--- src/rtl/core/vlcp_pkg.sv ---
// shared types for the variable length code packer
`default_nettype none
package vlcp_pkg;

  localparam int unsigned CodeBits  = 32;
  localparam int unsigned LenBits   = 6;
  localparam int unsigned ByteBits  = 8;
  localparam int unsigned PendBits  = 7;
  localparam int unsigned AccBits   = PendBits + CodeBits;
  localparam int unsigned TotalBits = 6;

  typedef enum logic [0:0] {
    ST_IDLE,
    ST_EMIT
  } vlcp_state_t;

  typedef struct packed {
    logic load;
    logic emit;
  } vlcp_cmd_t;

  typedef struct packed {
    logic has_byte;
    logic out_free;
  } vlcp_status_t;

endpackage
`default_nettype wire

--- src/rtl/core/variable_length_code_packer_core.sv ---
// top level of the msb first variable length code packer
// a request is loaded into the accumulator, its bytes then leave through the output register
// a new request is taken only after all bytes it produces (0 to 5) are emitted; the emit
// loop sends one byte per cycle through the output register while the output does not stall
// reset: synchronous, clears pending bit count, flush flag and output valid
`default_nettype none
module variable_length_code_packer_core #(
  parameter int unsigned MAX_CODE_LEN = 32
) (
  input  wire         clk,
  input  wire         rst,
  input  wire         s_axis_tvalid,
  output logic        s_axis_tready,
  input  wire  [39:0] s_axis_tdata,  // code_bits[31:0], code_length[37:32], zero pad
  input  wire         s_axis_tlast,  // end_of_stream
  output logic        m_axis_tvalid,
  input  wire         m_axis_tready,
  output logic [7:0]  m_axis_tdata,  // out_byte[7:0]
  output logic        m_axis_tlast   // last_of_run
);
  import vlcp_pkg::*;

  localparam int unsigned CodeCap = (MAX_CODE_LEN < CodeBits) ? MAX_CODE_LEN : CodeBits;

  vlcp_cmd_t    cmd;
  vlcp_status_t status;

  vlcp_ctrl u_ctrl (
    .clk       (clk),
    .rst       (rst),
    .req_valid (s_axis_tvalid),
    .req_ready (s_axis_tready),
    .status    (status),
    .cmd       (cmd)
  );

  vlcp_dp #(
    .CODE_CAP (CodeCap)
  ) u_dp (
    .clk           (clk),
    .rst           (rst),
    .cmd           (cmd),
    .status        (status),
    .code_bits     (s_axis_tdata[31:0]),
    .code_length   (s_axis_tdata[37:32]),
    .end_of_stream (s_axis_tlast),
    .out_byte      (m_axis_tdata),
    .last_of_run   (m_axis_tlast),
    .out_valid     (m_axis_tvalid),
    .out_ready     (m_axis_tready)
  );

endmodule
`default_nettype wire

--- src/rtl/core/vlcp_ctrl.sv ---
// controller state machine for the code packer
`default_nettype none
module vlcp_ctrl (
  input  wire                   clk,
  input  wire                   rst,
  input  wire                   req_valid,
  output logic                  req_ready,
  input  vlcp_pkg::vlcp_status_t status,
  output vlcp_pkg::vlcp_cmd_t    cmd
);
  import vlcp_pkg::*;

  vlcp_state_t state;
  vlcp_state_t state_next;

  always_ff @(posedge clk) begin
    if (rst) begin
      state <= ST_IDLE;
    end else begin
      state <= state_next;
    end
  end

  always_comb begin
    state_next = state;
    req_ready  = 1'b0;
    cmd        = '0;
    case (state)
      ST_IDLE: begin
        req_ready = 1'b1;
        if (req_valid) begin
          cmd.load   = 1'b1;
          state_next = ST_EMIT;
        end
      end
      ST_EMIT: begin
        if (status.has_byte) begin
          cmd.emit = status.out_free;
        end else begin
          req_ready = 1'b1;
          if (req_valid) begin
            cmd.load = 1'b1;
          end else begin
            state_next = ST_IDLE;
          end
        end
      end
      default: begin
        state_next = ST_IDLE;
      end
    endcase
  end

endmodule
`default_nettype wire

--- src/rtl/core/vlcp_dp.sv ---
// bit accumulator and output register for the code packer
`default_nettype none
module vlcp_dp #(
  parameter int unsigned CODE_CAP = 32
) (
  input  wire                              clk,
  input  wire                              rst,
  input  vlcp_pkg::vlcp_cmd_t              cmd,
  output vlcp_pkg::vlcp_status_t           status,
  input  wire [vlcp_pkg::CodeBits-1:0]     code_bits,
  input  wire [vlcp_pkg::LenBits-1:0]      code_length,
  input  wire                              end_of_stream,
  output logic [vlcp_pkg::ByteBits-1:0]    out_byte,
  output logic                             last_of_run,
  output logic                             out_valid,
  input  wire                              out_ready
);
  import vlcp_pkg::*;

  localparam logic [LenBits-1:0] Cap = LenBits'(CODE_CAP);

  logic [AccBits-1:0]   acc;
  logic [TotalBits-1:0] total;
  logic                 flush;

  logic [LenBits-1:0]   len_eff;
  logic [CodeBits-1:0]  code_masked;
  logic [PendBits-1:0]  pend;
  logic [AccBits-1:0]   acc_load;
  logic                 full;
  logic                 pad;
  logic [TotalBits-1:0] rem;
  logic [ByteBits-1:0]  full_byte;
  logic [ByteBits-1:0]  pad_byte;
  logic [3:0]           pad_shift;
  logic                 full_last;

  always_comb begin
    len_eff     = (code_length > Cap) ? Cap : code_length;
    code_masked = code_bits & ~({CodeBits{1'b1}} << len_eff);
    pend        = acc[PendBits-1:0] & ~({PendBits{1'b1}} << total[2:0]);
    acc_load    = (AccBits'(pend) << len_eff) | AccBits'(code_masked);
    full        = (total >= TotalBits'(ByteBits));
    pad         = flush && (total != '0) && !full;
    rem         = total - TotalBits'(ByteBits);
    full_byte   = ByteBits'(acc >> rem);
    pad_shift   = 4'(ByteBits) - {1'b0, total[2:0]};
    pad_byte    = acc[ByteBits-1:0] << pad_shift;
    full_last   = (rem < TotalBits'(ByteBits)) && !(flush && (rem != '0));
  end

  assign status.has_byte = full || pad;
  assign status.out_free = !out_valid || out_ready;

  always_ff @(posedge clk) begin
    if (rst) begin
      total <= '0;
      flush <= 1'b0;
    end else if (cmd.load) begin
      total <= {3'b000, total[2:0]} + TotalBits'(len_eff);
      flush <= end_of_stream;
    end else if (cmd.emit) begin
      total <= full ? rem : '0;
    end
  end

  always_ff @(posedge clk) begin
    if (cmd.load) begin
      acc <= acc_load;
    end
  end

  always_ff @(posedge clk) begin
    if (rst) begin
      out_valid <= 1'b0;
    end else if (cmd.emit) begin
      out_valid <= 1'b1;
    end else if (out_ready) begin
      out_valid <= 1'b0;
    end
  end

  always_ff @(posedge clk) begin
    if (cmd.emit) begin
      out_byte    <= full ? full_byte : pad_byte;
      last_of_run <= full ? full_last : 1'b1;
    end
  end

endmodule
`default_nettype wire
--- config.mk ---
export PLATFORM = sky130hd
export DESIGN_NAME = variable_length_code_packer_core
export DESIGN_NICKNAME = d
export VERILOG_FILES = /design/src/rtl/core/vlcp_pkg.sv /design/src/rtl/core/variable_length_code_packer_core.sv /design/src/rtl/core/vlcp_ctrl.sv /design/src/rtl/core/vlcp_dp.sv
export SDC_FILE = /design/constraint.sdc
export NUM_CORES = 1
export LEC_CHECK = 0
export BUFFER_PORTS_ARGS = -buffer_cell sky130_fd_sc_hd__buf_2
export CAP_MARGIN = 20
export CELL_PAD_IN_SITES_DETAIL_PLACEMENT = 1
export CELL_PAD_IN_SITES_GLOBAL_PLACEMENT = 1
export CORE_UTILIZATION = 42
export DETAILED_ROUTE_END_ITERATION = 8
export GPL_TIMING_DRIVEN = 0
export PLACE_DENSITY = 0.84
export SYNTH_ARGS = -nofsm -noshare
export SYNTH_HDL_FRONTEND = slang
export SYNTH_HIERARCHICAL = 1
export SYNTH_SLANG_ARGS = --single-unit
--- constraint.sdc ---
create_clock -name clk -period 3.4 [get_ports clk]
set_input_delay 0.51 -clock clk [delete_from_list [all_inputs] [get_ports clk]]
set_output_delay 0.51 -clock clk [all_outputs]
set_load 0.02 [all_outputs]
After elaboration in Yosys (flattened, before gate mapping) --
Cells that the tools add are included.
Storage, ports and cells: register bits after elaboration 57, input port bits 45
Operators by class: $lt $le $gt $ge 3, add/sub/neg operators 3, reductions and logical operators 13, muxes and demuxes 16, bitwise logic cells 6, shifts and indexed selects 5
Operators with widths (count):
- $or A39 B32 Y39 | 1
- $shl A7 B6 Y39 | 1
- $shr A39 B6 Y8 | 1
- $and A32 B32 Y32 | 1
- $not A32 Y32 | 1
- $shl A32 B6 Y32 const A | 1
- $mux W6 | 4
- $reduce_bool A6 Y1 | 2
- $mux W1 | 8
- $mux W8 | 1
- $shl A8 B4 Y8 | 1
- $and A7 B7 Y7 | 1
- $not A7 Y7 | 1
- $shl A7 B3 Y7 const A | 1
- $add A3 B6 Y6 | 1
- $ge A6 B4 Y1 const B | 1
- $gt A6 B6 Y1 const B | 1
- $lt A6 B4 Y1 const B | 1
- $pmux W1 S2 | 3
- $sub A6 B4 Y6 const B | 1
- $logic_and A1 B1 Y1 | 4
- $reduce_bool A2 Y1 | 2
- $sub A4 B3 Y4 const A | 1
- $logic_not A1 Y1 | 3
- 2 further kinds | 3

Logic depth before layout (Yosys ltp) --
depth in word-level cells 8, gate-level depth with buffers 14, depth with buffers taken out 11

Cells and area by module --
The synthesis kept the hierarchy.
Modules (own cells, without submodules):
- vlcp_dp | area an instance 5205.0 um^2, cells an instance 567, times used 1
- vlcp_ctrl | area an instance 46.3 um^2, cells an instance 6, times used 1

Worst setup path before layout --
Ideal clock, no wire load.
path kind register to register, start point reg u_dp.total[0], end point reg u_dp.total[2], stages on the path, launching flop included 15, path slack -0.107 ns, setup time 0.126 ns, required time 3.274 ns, buffers on the path 4, arrival 3.381 ns, period minus slack after synthesis 3.507 ns, path through dfxtp_1 buf_6 buf_6 inv_1 buf_2 ha_1 inv_1 o21ai_0 nand2_1 nand2_1 and2_1 clkbuf_1 nor2_1 a22oi_1 nor2_1
RTL lines:
- start, declared | line vlcp_dp.sv:23 | logic [TotalBits-1:0] total;
- start signal, assigned | line vlcp_dp.sv:60 | total <= {3'b000, total[2:0]} + TotalBits'(len_eff);
- start signal, assigned | line vlcp_dp.sv:63 | total <= full ? rem : '0;

==> metrics.md <==
| Metric | Value |
|---|---|
| Biggest area consumer among synthesized cells | edfxtp_1 |
| Placement Setup Slack | -0.304 ns |
| Starting density of the core | 0.434 |
| Syn nets | 625 |
| FILL cells | 1463 |
| DP Area | 5720 um^2 |
| Final Cell Area | 6080 um^2 |
| Yosys warnings | 6 |
| Die area | 13000 um^2 |
| Largest net degree at the start of global routing | 23 |
| Clock root buffer | clkbuf_16 |
| Pwr/cell area | 446 nW/um^2 |
| CP peak stage delay | 0.38 ns |
| Area delta synth->final | 15.8% |
| Initial antenna violation count | 0 |
| Final slew viol count | 0 |
| Tmin final | 3.29 ns |
| CP Max Fanout | 12 |
| Crit share post-route | 0.968 |
| Seq/Total Area, Yosys | 0.309 |
| Ports | 56 |
| Clock skew | 0.00860 ns |
| Critical Path RT | 3.63 ns |
| DRT antenna net count | 0 |
| Die width | 114 um |
| Top cell type's share of synthesized area | 0.274 |
| Global placement routability congestion | 0.979 |
| Clk sinks | 57 |
| RSZ-0062 raised after global routing | no |
| Core region area | 12100 um^2 |
| Total congestion overflow | 0 |
| WL/cell | 25.5 um |
| Drt drc | 0 |
| Number of max-cap violations | 0 |
| Via count of the first global-routing pass | 5572 |
| Synthesized cell area | 5250 um^2 |
| Worst Path Arrival | 3.52 ns |
| DP HPWL | 15700 um |
| EDFF count, synth | 48 |
| Most used cell, CP | buf_2 |
| #FFs+latches synth | 57 |
| Pre-Repair DR Iteration Count | 4 |
| Hold Path Class | input pin to flip-flop |
| CTS tree | done |
| Final #Nets | 690 |
| First-pass GRT wire length | 31600 um |
| Crit path capture type | flip-flop |
| Initial drt markers | 381 |
| Final Worst Setup Slack | 0.108 ns |
| Ant diodes | 0 |
| FP Rows | 40 |
| Vias | 5417 |
| Worst slew margin | 0.347 |
| Max frequency | 0.304 GHz |
| Cts hold-fix bufs | 0 |
| LEAKAGE | 0.00217 uW |
| Worst-path clk slew | 0.06 ns |
| Peak VDD IR | 0.219 mV |
| Die Y | 114 um |
| Synth cell types | 70 |
| Ys async rst share | 0 |
| Detailed-route vias per instance | 6.68 |
| TNS Setup | 0 ns |
| Clock tree buffer depth | 2 |
| Final Util | 0.502 |
| Crit path cell chain | buf_2 > buf_2 > buf_2 > buf_2 > o21ai_0 > nand2_1 > and3_2 > inv_1 > nand2_1 > o31a_1 > nor3_1 > a311o_1 |
| Ranking of synthesized cells by area | edfxtp_1 (27%), mux4_2 (12%), nand2_1 (5.3%) |
| Post-synthesis cell count | 573 |
| Slew @ Worst Pin | 0.971 ns |
| Endpoints failing hold | 0 |
| CP Launch Type | flip-flop |
| TritonCTS Buffers | 9 |
| Main synth FF type | edfxtp_1 |
| Routed Wire Length | 20700 um |
| Share of layout cells above drive strength 1 | 0.229 |
| Total Routing Usage GR | 0.329 |
| Slowest cell on the critical path | and3_2 |
| Clock Latency Late Sink | 0.34 ns |
| H-tree levels | 3 |
| Avg Cell Area, Syn | 9.16 um^2 |
| Min Hold Slack | 0.352 ns |
| Outcome | complete, no violations |
| Finish-stage setup viols | 0 |
| Kind of critical path | flip-flop to flip-flop |
| PortBufs | 52 |
registers in the layout, summed over array words and instances, names as in the netlist:
name and cells:
u_dp/acc 39, u_dp/out_byte 8, u_dp/total 6, u_ctrl/state 1, u_dp/flush 1, u_dp/last_of_run 1
u_dp/out_valid 1
synthesized netlist by cell type, drive strengths merged (3+ instances only):
| cell | number |
|---|---|
| nor4 | 3 |
| a22oi | 8 |
| a211oi | 6 |
| o22ai | 5 |
| mux4 | 31 |
| nor2 | 40 |
| mux2i | 24 |
| buf | 20 |
| o21ai | 54 |
| o221ai | 10 |
| o31ai | 8 |
| inv | 13 |
| clkbuf | 26 |
| xnor2 | 5 |
| nand2b | 7 |
| mux2 | 12 |
| a32oi | 7 |
| edfxtp | 48 |
| and2 | 4 |
| dfxtp | 9 |
| clkinv | 4 |
| o211ai | 6 |
| o31a | 3 |
| a31oi | 14 |
| nand3 | 22 |
| ha | 7 |
| or2 | 3 |
| nand2 | 74 |
| nand3b | 4 |
| nor3 | 10 |
| a21o | 5 |
| nor2b | 9 |
| a21oi | 27 |
| o41ai | 3 |
| o21a | 4 |
per-stage QoR:
step | total power [uW] | cells
after floorplan | 1500 | 573
after global placement | 1770 | 793
after detailed placement | 1780 | 793
after CTS | 2680 | 811
after global routing | 2790 | 811
final | 2710 | 811
critical path: cells and delay by family, from the launching register on:
kind	cells	cell delay, ns
AND/OR/NAND/NOR	4	0.71
buffers and inverters	5	1.37
AO/OA/AOI/OAI	3	0.72
flip-flops	1	0.37
repair_timing:
action | 4_1_cts | 5_1_grt
resized for setup | 7 | 9
endpoints found under the hold margin | 0 | 0
endpoints found under the setup margin | 17 | 18
setup buffers | 1 | 0
pin swaps | 1 | 1
gates cloned | 1 | 1
per-layer routing:
layer	wire, um	share of wire	GRT usage	up-vias
li1	-	-	-	2371
met1	8400	0.41	0.405	2668
met2	9830	0.47	0.559	303
met3	1360	0.066	0.0521	75
met4	1110	0.054	0.171	0
met5	0	0	0	-
path summary, 6_finish.rpt:
check / start / end / slack, ns / cells past startpoint
setup / recovery: u_dp/total[2]$_SDFFE_PP0P_ / u_dp/total[4]$_SDFFE_PP0P_ / 0.11 / 12
hold / removal: rst / u_ctrl/state$_SDFF_PP0_ / 0.35 / 2
setup reg to reg: u_dp/total[2]$_SDFFE_PP0P_ / u_dp/total[4]$_SDFFE_PP0P_ / 0.11 / 12
hold reg to reg: u_dp/out_valid$_SDFFE_PP0P_ / u_dp/out_valid$_SDFFE_PP0P_ / 0.51 / 2
cells in the final DEF (no fill, tap or decap), types with 5 or more instances in the layout:
cell	n
nor2b_1	8
buf_2	65
nand2b_1	7
nand2_1	73
mux2_2	12
nor3_1	10
o211ai_1	6
a32oi_1	7
edfxtp_1	48
clkbuf_1	21
xnor2_1	5
a211oi_1	6
clkbuf_16	9
a31oi_1	12
inv_1	13
o31ai_1	8
nand3_1	22
o221ai_1	9
dfxtp_1	9
a22oi_1	8
mux4_2	27
mux2i_1	24
clkinv_1	7
o21ai_0	52
nor2_1	39
ha_1	7
a21o_1	5
a21oi_1	26
power by group:
group | internal, uW | switching, uW
clock | 557 | 329
combinational | 342 | 565
sequential | 849 | 70.0
final cells by class:
| type | count | area [um^2] | area share |
|---|---|---|---|
| buffer | 45 | 224 | 0.0368 |
| clock buffer | 9 | 225 | 0.0370 |
| clock inverter | 7 | 61.3 | 0.0101 |
| inverter | 17 | 63.8 | 0.0105 |
| multi-input combinational | 455 | 3410 | 0.560 |
| sequential | 57 | 1620 | 0.267 |
| tap | 168 | 210 | 0.0346 |
| timing repair buffer | 53 | 268 | 0.0440 |
kinds of logic (layout without fill, tap and decap cells):
logic type / after synthesis / after routing / share of synthesized area
AO/OA/AOI/OAI: 183 / 183 / 0.232
XOR/XNOR: 6 / 6 / 0.0100
AND/OR/NAND/NOR: 188 / 190 / 0.167
buffers and inverters: 63 / 131 / 0.0546
flip-flops: 57 / 57 / 0.309
adder cells (fa/ha/maj): 9 / 9 / 0.0205
multiplexers: 67 / 67 / 0.207
Note: power is estimated with default switching activity, not from simulation.
